[src/rtl/gltt_pkg.sv]
`timescale 1ns / 1ps
// ----------------------------------------------------------------------------
// gltt_pkg
// Shared types, codes and helpers for the gate list truth table engine.
// ----------------------------------------------------------------------------
package gltt_pkg;

	localparam int MAX_INPUTS       = 6;
	localparam int MAX_OUTPUTS      = 16;
	localparam int MAX_GATES_DEF    = 64;

	localparam int CMD_W      = 2;
	localparam int KIND_W     = 3;
	localparam int VAR_IDX_W  = 6;
	localparam int IC_W       = 3;
	localparam int OC_W       = 5;
	localparam int ROW_W      = 6;
	localparam int OBITS_W    = 16;
	localparam int OUT_IDX_W  = 4;
	localparam int CFG_IDX_W  = 1;
	localparam int CFG_DATA_W = 5;
	localparam int S_TDATA_W  = 24;
	localparam int M_TDATA_W  = 24;

	typedef enum logic [CMD_W-1:0] {
		CMD_APPEND = 2'd0,
		CMD_RUN    = 2'd1,
		CMD_CLEAR  = 2'd2
	} cmd_t;

	typedef enum logic [KIND_W-1:0] {
		KIND_NOT  = 3'd0,
		KIND_AND  = 3'd1,
		KIND_OR   = 3'd2,
		KIND_NOR  = 3'd3,
		KIND_NAND = 3'd4,
		KIND_XOR  = 3'd5
	} kind_t;

	typedef enum logic [CFG_IDX_W-1:0] {
		CFG_INPUT_COUNT  = 1'b0,
		CFG_OUTPUT_COUNT = 1'b1
	} cfg_idx_t;

	typedef enum logic [2:0] {
		ST_IDLE,
		ST_IN,
		ST_GFETCH,
		ST_GREAD,
		ST_GEXEC,
		ST_ORD,
		ST_OCAP,
		ST_EMIT
	} state_t;

	typedef struct packed {
		logic [KIND_W-1:0]    kind;
		logic [VAR_IDX_W-1:0] src_a;
		logic [VAR_IDX_W-1:0] src_b;
		logic [VAR_IDX_W-1:0] target;
	} gate_t;

	// returns {write enable, result bit}
	function automatic logic [1:0] gate_eval(logic [KIND_W-1:0] kind, logic a, logic b);
		logic [1:0] res;
		case (kind)
			KIND_NOT:  res = {1'b1, ~a};
			KIND_AND:  res = {1'b1, a & b};
			KIND_OR:   res = {1'b1, a | b};
			KIND_NOR:  res = {1'b1, ~(a | b)};
			KIND_NAND: res = {1'b1, ~(a & b)};
			KIND_XOR:  res = {1'b1, a ^ b};
			default:   res = 2'b00;
		endcase
		return res;
	endfunction

endpackage

[src/rtl/gate_list_truth_table_engine_unit.sv]
`timescale 1ns / 1ps
// ----------------------------------------------------------------------------
// gate_list_truth_table_engine_unit
// Gate list evaluator that sweeps every input combination of a loaded netlist.
//
// Commands arrive as beats on the s_ group, the command in s_tuser: append a
// gate, clear the list and variable store, or run. Append and clear give no
// output beat.
// A run gives one m_ beat per row, 2**n rows, with m_tlast on the last one.
// A row runs these steps (n inputs, G gates, m outputs): the
// inputs are written one per cycle, each gate takes a program read, a store
// read and a store write on the single-bit store, and each output bit takes
// one store read and a capture. s_tready is high only while no run is in
// progress. Results leave through one output register; when the receiver
// stalls, the next row is computed and then held until the register is free.
// Reset clears the gate count, the store valid bits (all variables read 0),
// the output register and sets both count registers to 1; no sweep is needed.
// Configuration is written through cfg_we / cfg_index / cfg_data by the user
// only while idle; the block itself does not enforce this.
// ----------------------------------------------------------------------------
module gate_list_truth_table_engine_unit
	import gltt_pkg::*;
#(
	parameter int MAX_GATES = MAX_GATES_DEF
) (
	input  logic                  clk,
	input  logic                  arst_n,
	input  logic                  cfg_we,
	input  logic [CFG_IDX_W-1:0]  cfg_index,
	input  logic [CFG_DATA_W-1:0] cfg_data,
	input  logic                  s_tvalid,
	output logic                  s_tready,
	// gate_kind[2:0], source_a[8:3], source_b[14:9], target[20:15]
	input  logic [S_TDATA_W-1:0]  s_tdata,
	// cmd[1:0]
	input  logic [CMD_W-1:0]      s_tuser,
	output logic                  m_tvalid,
	input  logic                  m_tready,
	// row_index[5:0], output_bits[21:6]
	output logic [M_TDATA_W-1:0]  m_tdata,
	output logic                  m_tlast
);

	localparam int GCNT_W = $clog2(MAX_GATES + 1);
	localparam int GADR_W = (MAX_GATES > 1) ? $clog2(MAX_GATES) : 1;
	localparam int NVARS  = 2 ** VAR_IDX_W;

	state_t state_q, state_d;

	logic [IC_W-1:0]      cfg_ic_q;
	logic [OC_W-1:0]      cfg_oc_q;
	logic [IC_W-1:0]      n_q;
	logic [OC_W-1:0]      m_q;
	logic [ROW_W-1:0]     r_q;
	logic [IC_W-1:0]      i_q;
	logic [OUT_IDX_W-1:0] j_q;
	logic [GCNT_W-1:0]    k_q;
	logic [GCNT_W-1:0]    gcnt_q;
	logic [OBITS_W-1:0]   bits_q;

	gate_t prog_mem [MAX_GATES];
	gate_t prog_rd_q;

	logic var_mem [NVARS];
	logic [NVARS-1:0] var_vld_q;
	logic rda_q, rdb_q;

	logic                 out_vld_q;
	logic [ROW_W-1:0]     out_row_q;
	logic [OBITS_W-1:0]   out_bits_q;
	logic                 out_last_q;

	logic [CMD_W-1:0]     in_cmd;
	gate_t                in_gate;
	logic                 acc;
	logic                 in_last, k_last, j_last, row_last_hit, out_free;
	logic [ROW_W-1:0]     row_last;
	logic [IC_W-1:0]      in_sh;
	logic [1:0]           ge;
	logic [IC_W-1:0]      n_sat;
	logic [OC_W-1:0]      m_sat;

	logic                 var_we;
	logic [VAR_IDX_W-1:0] var_wa;
	logic                 var_wd;
	logic [VAR_IDX_W-1:0] rd_a_addr, rd_b_addr;
	logic                 emit_load;

	assign in_cmd  = s_tuser;
	assign in_gate = '{kind:   s_tdata[2:0],
	                   src_a:  s_tdata[8:3],
	                   src_b:  s_tdata[14:9],
	                   target: s_tdata[20:15]};

	assign n_sat = (cfg_ic_q == '0) ? IC_W'(1) :
	               (cfg_ic_q > IC_W'(MAX_INPUTS)) ? IC_W'(MAX_INPUTS) : cfg_ic_q;
	assign m_sat = (cfg_oc_q == '0) ? OC_W'(1) :
	               (cfg_oc_q > OC_W'(MAX_OUTPUTS)) ? OC_W'(MAX_OUTPUTS) : cfg_oc_q;

	assign in_last      = (i_q + IC_W'(1) == n_q);
	assign k_last       = (k_q + GCNT_W'(1) == gcnt_q);
	assign j_last       = (OC_W'(j_q) + OC_W'(1) == m_q);
	assign row_last     = ROW_W'((7'd1 << n_q) - 7'd1);
	assign row_last_hit = (r_q == row_last);
	assign out_free     = !out_vld_q || m_tready;
	assign in_sh        = n_q - IC_W'(1) - i_q;
	assign ge           = gate_eval(prog_rd_q.kind, rda_q, rdb_q);

	// next state
	always_comb begin
		state_d = state_q;
		case (state_q)
			ST_IDLE: begin
				if (s_tvalid && in_cmd == CMD_RUN) state_d = ST_IN;
			end
			ST_IN: begin
				if (in_last) state_d = (gcnt_q == '0) ? ST_ORD : ST_GFETCH;
			end
			ST_GFETCH: state_d = ST_GREAD;
			ST_GREAD:  state_d = ST_GEXEC;
			ST_GEXEC:  state_d = k_last ? ST_ORD : ST_GFETCH;
			ST_ORD:    state_d = ST_OCAP;
			ST_OCAP:   state_d = j_last ? ST_EMIT : ST_ORD;
			ST_EMIT: begin
				if (out_free) state_d = row_last_hit ? ST_IDLE : ST_IN;
			end
			default:   state_d = ST_IDLE;
		endcase
	end

	// outputs of the sequencer
	always_comb begin
		s_tready  = 1'b0;
		var_we    = 1'b0;
		var_wa    = VAR_IDX_W'(i_q);
		var_wd    = r_q[0];
		rd_a_addr = prog_rd_q.src_a;
		rd_b_addr = prog_rd_q.src_b;
		emit_load = 1'b0;
		case (state_q)
			ST_IDLE:  s_tready = 1'b1;
			ST_IN: begin
				var_we = 1'b1;
				var_wa = VAR_IDX_W'(i_q);
				var_wd = r_q[in_sh];
			end
			ST_GEXEC: begin
				var_we = ge[1];
				var_wa = prog_rd_q.target;
				var_wd = ge[0];
			end
			ST_ORD:   rd_a_addr = VAR_IDX_W'(n_q) + VAR_IDX_W'(j_q);
			ST_EMIT:  emit_load = out_free;
			default: begin
			end
		endcase
	end

	assign acc = s_tvalid && s_tready;

	always_ff @(posedge clk or negedge arst_n) begin
		if (!arst_n) begin
			state_q  <= ST_IDLE;
			cfg_ic_q <= IC_W'(1);
			cfg_oc_q <= OC_W'(1);
			gcnt_q   <= '0;
			n_q      <= IC_W'(1);
			m_q      <= OC_W'(1);
			r_q      <= '0;
			i_q      <= '0;
			j_q      <= '0;
			k_q      <= '0;
		end else begin
			state_q <= state_d;
			if (cfg_we) begin
				case (cfg_index)
					CFG_INPUT_COUNT:  cfg_ic_q <= cfg_data[IC_W-1:0];
					CFG_OUTPUT_COUNT: cfg_oc_q <= cfg_data[OC_W-1:0];
					default: begin
					end
				endcase
			end
			if (acc) begin
				case (in_cmd)
					CMD_APPEND: begin
						if (gcnt_q != GCNT_W'(MAX_GATES)) gcnt_q <= gcnt_q + GCNT_W'(1);
					end
					CMD_CLEAR: gcnt_q <= '0;
					CMD_RUN: begin
						n_q <= n_sat;
						m_q <= m_sat;
						r_q <= '0;
						i_q <= '0;
					end
					default: begin
					end
				endcase
			end
			case (state_q)
				ST_IN: begin
					i_q <= i_q + IC_W'(1);
					k_q <= '0;
					j_q <= '0;
				end
				ST_GEXEC: k_q <= k_q + GCNT_W'(1);
				ST_OCAP:  j_q <= j_q + OUT_IDX_W'(1);
				ST_EMIT: begin
					if (out_free) begin
						r_q <= r_q + ROW_W'(1);
						i_q <= '0;
					end
				end
				default: begin
				end
			endcase
		end
	end

	// gate program memory
	always_ff @(posedge clk) begin
		if (acc && in_cmd == CMD_APPEND && gcnt_q != GCNT_W'(MAX_GATES))
			prog_mem[gcnt_q[GADR_W-1:0]] <= in_gate;
		prog_rd_q <= prog_mem[k_q[GADR_W-1:0]];
	end

	// variable store, unwritten entries read 0
	always_ff @(posedge clk) begin
		if (var_we) var_mem[var_wa] <= var_wd;
		rda_q <= var_vld_q[rd_a_addr] && var_mem[rd_a_addr];
		rdb_q <= var_vld_q[rd_b_addr] && var_mem[rd_b_addr];
	end

	always_ff @(posedge clk or negedge arst_n) begin
		if (!arst_n) begin
			var_vld_q <= '0;
		end else if (acc && in_cmd == CMD_CLEAR) begin
			var_vld_q <= '0;
		end else if (var_we) begin
			var_vld_q[var_wa] <= 1'b1;
		end
	end

	// output bit gather
	always_ff @(posedge clk) begin
		if (state_q == ST_IN) bits_q <= '0;
		else if (state_q == ST_OCAP) bits_q[j_q] <= rda_q;
	end

	// output register
	always_ff @(posedge clk or negedge arst_n) begin
		if (!arst_n) begin
			out_vld_q <= 1'b0;
		end else if (emit_load) begin
			out_vld_q <= 1'b1;
		end else if (m_tready) begin
			out_vld_q <= 1'b0;
		end
	end

	always_ff @(posedge clk) begin
		if (emit_load) begin
			out_row_q  <= r_q;
			out_bits_q <= bits_q;
			out_last_q <= row_last_hit;
		end
	end

	assign m_tvalid = out_vld_q;
	assign m_tdata  = {(M_TDATA_W - OBITS_W - ROW_W)'(0), out_bits_q, out_row_q};
	assign m_tlast  = out_last_q;

endmodule

[config.mk]
export PLATFORM = sky130hd
export DESIGN_NAME = gate_list_truth_table_engine_unit
export DESIGN_NICKNAME = d
export VERILOG_FILES = /design/src/rtl/gltt_pkg.sv /design/src/rtl/gate_list_truth_table_engine_unit.sv
export SDC_FILE = /design/constraint.sdc
export NUM_CORES = 2
export LEC_CHECK = 0
export BUFFER_PORTS_ARGS = -buffer_cell sky130_fd_sc_hd__clkbuf_2
export CAP_MARGIN = 10
export CELL_PAD_IN_SITES_DETAIL_PLACEMENT = 2
export CELL_PAD_IN_SITES_GLOBAL_PLACEMENT = 2
export CORE_AREA = 3 3 340 342
export CTS_BUF_LIST = sky130_fd_sc_hd__clkbuf_4 sky130_fd_sc_hd__clkbuf_8
export DETAILED_ROUTE_END_ITERATION = 8
export DIE_AREA = 0 0 343 345
export PLACE_DENSITY = 0.94
export SYNTH_ARGS = -nofsm -noshare
export SYNTH_HDL_FRONTEND = slang
export SYNTH_SLANG_ARGS = --single-unit
[constraint.sdc]
create_clock -name clk -period 15.3 [get_ports clk]
set_input_delay 1.53 -clock clk [delete_from_list [all_inputs] [get_ports clk]]
set_output_delay 1.53 -clock clk [all_outputs]
set_load 0.1 [all_outputs]
==> impl_metrics.prom, run 1 <==
# TYPE chip_impl_metric gauge
chip_impl_metric{name="die_height",unit="um"} 345
chip_impl_metric{name="io_buffers",unit=""} 58
chip_impl_metric{name="die_w",unit="um"} 343
chip_impl_info{name="failed_stage",value="3_5_place_dp"} 1
chip_impl_info{name="synth_top_flop_cell",value="edfxtp_1"} 1
chip_impl_metric{name="synth-xor-area-share",unit="%"} 0.467
chip_impl_metric{name="post_dp_hpwl",unit="um"} 132000
chip_impl_metric{name="num_io_pins",unit=""} 64
chip_impl_metric{name="postSynthRegisterBits",unit=""} 1581
chip_impl_metric{name="async_reset_ff_share",unit="%"} 7.02
chip_impl_metric{name="syn_inst",unit=""} 2969
chip_impl_metric{name="synth-adder-area-share",unit="%"} 0.404
chip_impl_metric{name="synthesis.area_per_instance",unit="um2"} 20.8
chip_impl_metric{name="synth_cell_types",unit=""} 64
chip_impl_metric{name="rows",unit=""} 123
chip_impl_metric{name="initial_core_util",unit="%"} 54.9
chip_impl_metric{name="synth_edf_count",unit=""} 1431
chip_impl_info{name="run_status",value="stopped before the end"} 1
chip_impl_metric{name="seq_area_frac_synth",unit="%"} 75.2
chip_impl_metric{name="synth.mux.area_fraction",unit="%"} 17.1
chip_impl_metric{name="place.gp.congestion",unit=""} 0.848
chip_impl_metric{name="synth_compound_gate_area_share",unit="%"} 2.43
chip_impl_metric{name="ys_warn_count",unit=""} 0
chip_impl_metric{name="synth_simple_gate_area_share",unit="%"} 3.24
chip_impl_metric{name="post_synth_instance_area",unit="mm2"} 0.0619
chip_impl_info{name="error",value="[ERROR DPL-0033] detailed placement checks failed during check placement."} 1
chip_impl_info{name="synth_top_family_by_area",value="multiplexers"} 1
[synthesized netlist by cell type (8+ instances only)]
cell / count / area share, %
mux2i_1: 33 / 0.53
o211ai_1: 10 / 0.12
ha_1: 16 / 0.32
nor2b_1: 10 / 0.10
edfxtp_1: 1431 / 69
nor2_1: 192 / 1.2
a311oi_1: 10 / 0.14
buf_1: 17 / 0.10
a21oi_1: 30 / 0.24
nand4_1: 9 / 0.091
mux4_2: 446 / 16
a31oi_1: 20 / 0.20
clkbuf_1: 91 / 0.55
o21a_1: 62 / 0.75
dfrtp_1: 107 / 4.3
mux2_2: 14 / 0.25
and3_1: 8 / 0.081
nand2b_1: 9 / 0.091
xor2_1: 18 / 0.25
dfxtp_1: 39 / 1.3
nand2_1: 108 / 0.66
buf_2: 33 / 0.27
inv_1: 13 / 0.079
xnor2_1: 15 / 0.21
or3_1: 19 / 0.19
nand3_1: 55 / 0.44
o21ai_0: 49 / 0.40
buf_4: 11 / 0.13
nor3_1: 14 / 0.11
[metrics by stage]
step                    setup slack [ps]  instances  hold WS [ps]
after floorplan                     9440       2970           402
after global placement             10310       4451           414
[logic make-up after synthesis]
kind of cell | Yosys count
adder cells (fa/ha/maj) | 19
multiplexers | 495
AO/OA/AOI/OAI | 223
other | 1
AND/OR/NAND/NOR | 449
XOR/XNOR | 33
flip-flops | 1581
buffers and inverters | 168
==> run 2: changes to the inputs <==
==> config.mk (replaced) <==
export PLATFORM = sky130hd
export DESIGN_NAME = gate_list_truth_table_engine_unit
export DESIGN_NICKNAME = d
export VERILOG_FILES = /design/src/rtl/gltt_pkg.sv /design/src/rtl/gate_list_truth_table_engine_unit.sv
export SDC_FILE = /design/constraint.sdc
export NUM_CORES = 2
export LEC_CHECK = 0
export BUFFER_PORTS_ARGS = -buffer_cell sky130_fd_sc_hd__clkbuf_2
export CAP_MARGIN = 10
export CORE_AREA = 3 3 398 400
export DETAILED_ROUTE_END_ITERATION = 8
export DIE_AREA = 0 0 401 403
export PLACE_DENSITY_LB_ADDON = 0.15
export SYNTH_ARGS = -nofsm -noshare
export SYNTH_HDL_FRONTEND = slang
export SYNTH_SLANG_ARGS = --single-unit
==> impl_metrics.prom, run 2 <==
# TYPE chip_impl_metric gauge
chip_impl_metric{name="report.final.setup_viol",unit=""} 0
chip_impl_metric{name="postSynthRegisterBits",unit=""} 1581
chip_impl_info{name="critical_path_class",value="reg -> reg"} 1
chip_impl_metric{name="syn_inst",unit=""} 2969
chip_impl_info{name="synth_top_family_by_area",value="multiplexers"} 1
chip_impl_metric{name="route.final.wire_length",unit="um"} 154000
chip_impl_info{name="final_common_cell",value="edfxtp_1"} 1
chip_impl_metric{name="detailedRoute.firstIterationViolations",unit=""} 2944
chip_impl_metric{name="synth-adder-area-share",unit="%"} 0.404
chip_impl_metric{name="cp.buffers_inverters",unit=""} 3
chip_impl_metric{name="detail_route.wl_per_cell",unit="um"} 28.8
chip_impl_metric{name="route.detailed.vias_per_inst",unit=""} 5.59
chip_impl_metric{name="crit_path_max_fanout",unit=""} 62
chip_impl_metric{name="total_power",unit="W"} 0.00865
chip_impl_metric{name="synth.mux.area_fraction",unit="%"} 17.1
chip_impl_metric{name="post_dp_hpwl",unit="um"} 83900
chip_impl_metric{name="ys_warn_count",unit=""} 0
chip_impl_metric{name="cts_max_level",unit=""} 4
chip_impl_metric{name="setup_total_negative_slack",unit="ps"} 0
chip_impl_metric{name="power_leakage",unit="nW"} 21.8
chip_impl_metric{name="number_of_nets_with_antenna_violations_after_detailed_routing",unit=""} 0
chip_impl_metric{name="slew_viol_final",unit=""} 0
chip_impl_metric{name="maxCapViolations",unit=""} 0
chip_impl_metric{name="die_w",unit="um"} 401
chip_impl_metric{name="yosys.area.top_type_share",unit="%"} 69.4
chip_impl_metric{name="rows",unit=""} 145
chip_impl_metric{name="clock_sink_count",unit=""} 1581
chip_impl_metric{name="max-clock-path-buffers",unit=""} 3
chip_impl_metric{name="drive_gt1_share",unit="%"} 28.1
chip_impl_metric{name="firstDrtPassIters",unit=""} 8
chip_impl_metric{name="final_period_minus_worst_setup_slack",unit="ps"} 5270
chip_impl_metric{name="grt.overflow.total",unit=""} 0
chip_impl_metric{name="grt_pass1_wl",unit="um"} 222000
chip_impl_metric{name="post-route-drc-count",unit=""} 0
chip_impl_metric{name="pin_count_of_the_biggest_net_entering_global_routing",unit=""} 117
chip_impl_info{name="endpoint_kind",value="flip-flop"} 1
chip_impl_metric{name="seq_area_frac_synth",unit="%"} 75.2
chip_impl_metric{name="async_reset_ff_share",unit="%"} 7.02
chip_impl_info{name="synth_top_flop_cell",value="edfxtp_1"} 1
chip_impl_metric{name="worstPathRequired",unit="ps"} 15950
chip_impl_metric{name="clkTransAtPathRegs",unit="ps"} 60
chip_impl_metric{name="vdd.ir_drop.worst",unit="V"} 0.0000968
chip_impl_info{name="worst_path_max_delay_cell",value="dfrtp_4"} 1
chip_impl_metric{name="post_synth_instance_area",unit="mm2"} 0.0619
chip_impl_metric{name="globalRouteTotalUtil",unit="%"} 19.2
chip_impl_metric{name="cts-buffers-inserted",unit=""} 165
chip_impl_info{name="cts_tree",value="yes"} 1
chip_impl_metric{name="timing.final.crit_share",unit="%"} 34.4
chip_impl_metric{name="num_io_pins",unit=""} 64
chip_impl_metric{name="slew_headroom",unit="%"} 20.4
chip_impl_metric{name="slew_of_the_pin_with_the_lowest_slew_margin",unit="ps"} 1190
chip_impl_metric{name="finalClockSkew",unit="ps"} 23.6
chip_impl_info{name="clock_tree.root_cell",value="clkbuf_16"} 1
chip_impl_info{name="synth.cells.most_frequent",value="edfxtp_1 (1,431), mux4_2 (446), nor2_1 (192), nand2_1 (108), dfrtp_1 (107)"} 1
chip_impl_metric{name="die_height",unit="um"} 403
chip_impl_info{name="yosysMostFrequentCell",value="edfxtp_1"} 1
chip_impl_metric{name="first_global_vias",unit=""} 31500
chip_impl_metric{name="synthesis.area_per_instance",unit="um2"} 20.8
chip_impl_metric{name="finish.net_count",unit=""} 3202
chip_impl_metric{name="largest_reg_flops",unit=""} 1344
chip_impl_metric{name="floorplan.core_area",unit="mm2"} 0.156
chip_impl_metric{name="initial_core_util",unit="%"} 39.8
chip_impl_metric{name="die_area",unit="mm2"} 0.162
chip_impl_metric{name="io_buffers",unit=""} 58
chip_impl_info{name="worst_setup_path_start_kind",value="flip-flop"} 1
chip_impl_metric{name="clock_latency",unit="ps"} 780
chip_impl_metric{name="post_cts_buffers",unit=""} 0
chip_impl_info{name="critical_path.top_delay_family",value="buffers and inverters"} 1
chip_impl_metric{name="max_freq",unit="MHz"} 190
chip_impl_info{name="yosys-top-cells-area",value="edfxtp_1 (69%), mux4_2 (16%), dfrtp_1 (4.3%)"} 1
chip_impl_metric{name="synth_compound_gate_area_share",unit="%"} 2.43
chip_impl_metric{name="synth-xor-area-share",unit="%"} 0.467
chip_impl_metric{name="ctsHoldBuffers",unit=""} 0
chip_impl_info{name="timing.critical_path.cells",value="buf_4 > buf_4 > buf_4 > mux4_2 > mux4_2 > mux4_2"} 1
chip_impl_metric{name="grt_antenna_before_repair",unit=""} 4
chip_impl_metric{name="powerDensity",unit="mW/mm2"} 123
chip_impl_metric{name="num_vias",unit=""} 29900
chip_impl_metric{name="final-hold-violation-count",unit=""} 0
chip_impl_metric{name="cpPeakStageDelay",unit="ps"} 1020
chip_impl_metric{name="place.gp.congestion",unit=""} 0.812
chip_impl_metric{name="synth_simple_gate_area_share",unit="%"} 3.24
chip_impl_info{name="worstHoldPathType",value="reg -> reg"} 1
chip_impl_info{name="layout_common_cells",value="edfxtp_1 (1,431), mux4_2 (446), clkbuf_16 (170)"} 1
chip_impl_metric{name="synth_edf_count",unit=""} 1431
chip_impl_metric{name="synth_cell_types",unit=""} 64
chip_impl_metric{name="fin_util",unit="%"} 45.2
chip_impl_info{name="setup_repair_after_global_routing_missed_its_margin",value="no"} 1
chip_impl_info{name="run_status",value="complete, no violations"} 1
chip_impl_info{name="synth_top_area_cell",value="edfxtp_1"} 1
chip_impl_metric{name="cts.repair.resized",unit=""} 0
chip_impl_metric{name="worst-endpoint-arrival",unit="ps"} 5920
chip_impl_metric{name="synthToLayoutAreaGrowth",unit="%"} 13.6
==> run 2: cell counts after synthesis <==
No cell type changed its count.
==> run 2: power by group <==
group / total [W] / leakage (nW) / switching, W / internal, W
clock network: 0.00385 / 2.51 / 0.00162 / 0.00223
logic: 0.0000873 / 4.72 / 0.0000748 / 0.0000125
registers: 0.00471 / 14.6 / 0.00000420 / 0.00471
total: 0.00865 / 21.8 / 0.00170 / 0.00695
==> run 2: layer usage <==
layer,GRT usage [%],share of wire [%],up-vias
met2,32.9,51,834
li1,-,-,12700
met5,0,0.0084,-
met4,5.70,2.6,2
met3,3.21,5.2,258
met1,25.3,41,16100
==> run 2: path summary, 6_finish.rpt <==
kind,endpoint,from,slack (ps),cells past startpoint
min reg2reg,out_bits_q[8],bits_q[8],430,0
min,out_bits_q[8],bits_q[8],430,0
min in group asynchronous,j_q[2],arst_n,800,1
max in group asynchronous,var_vld_q[10],arst_n,13150,2
max,rd_b_addr[4],k_q[1],10030,6
max reg2reg,rd_b_addr[4],k_q[1],10030,6
==> run 2: cell type report <==
type | instances | area, um2
Multi-Input combinational cell | 1221 | 14800
Inverter | 13 | 48.8
Antenna cell | 5 | 12.5
Timing Repair Buffer | 165 | 1130
Clock buffer | 220 | 4480
Clock inverter | 82 | 708
Fill cell | 13000 | 85400
Tap cell | 2058 | 2570
Sequential cell | 1581 | 46600
==> run 2: worst register-to-register path: cells and delay by family (launching register included) <==
kind / cells / cell delay [ps]
multiplexers: 3 / 1670
flip-flops: 1 / 1020
buffers and inverters: 3 / 2450
==> run 2: cells by family (layout without fill, tap and decap cells) <==
kind of cell / count (synthesis) / count (layout)
xor gates and xnor gates: 33 / 33
and+or+nand+nor: 449 / 449
muxes: 495 / 495
buffers and inverters: 168 / 480
AOI/OAI and AO/OA: 223 / 223
DFF: 1581 / 1581
other: 1 / 7
adders and majority gates: 19 / 19
==> run 2: stage by stage <==
| step | hold slack (ps) | setup slack, ps | instance area (um2) | cells |
|---|---|---|---|---|
| 2_1_floorplan | 402 | 9440 | 61900 | 2970 |
| 3_3_place_gp | 417 | 10010 | 65100 | 5037 |
| 3_5_place_dp | 413 | 9960 | 65100 | 5037 |
| 4_1_cts | 427 | 9940 | 70300 | 5339 |
| 5_1_grt | 443 | 9800 | 70300 | 5340 |
| 6_report | 430 | 10030 | 70300 | 5345 |
Power figures use the tool's default switching activity.
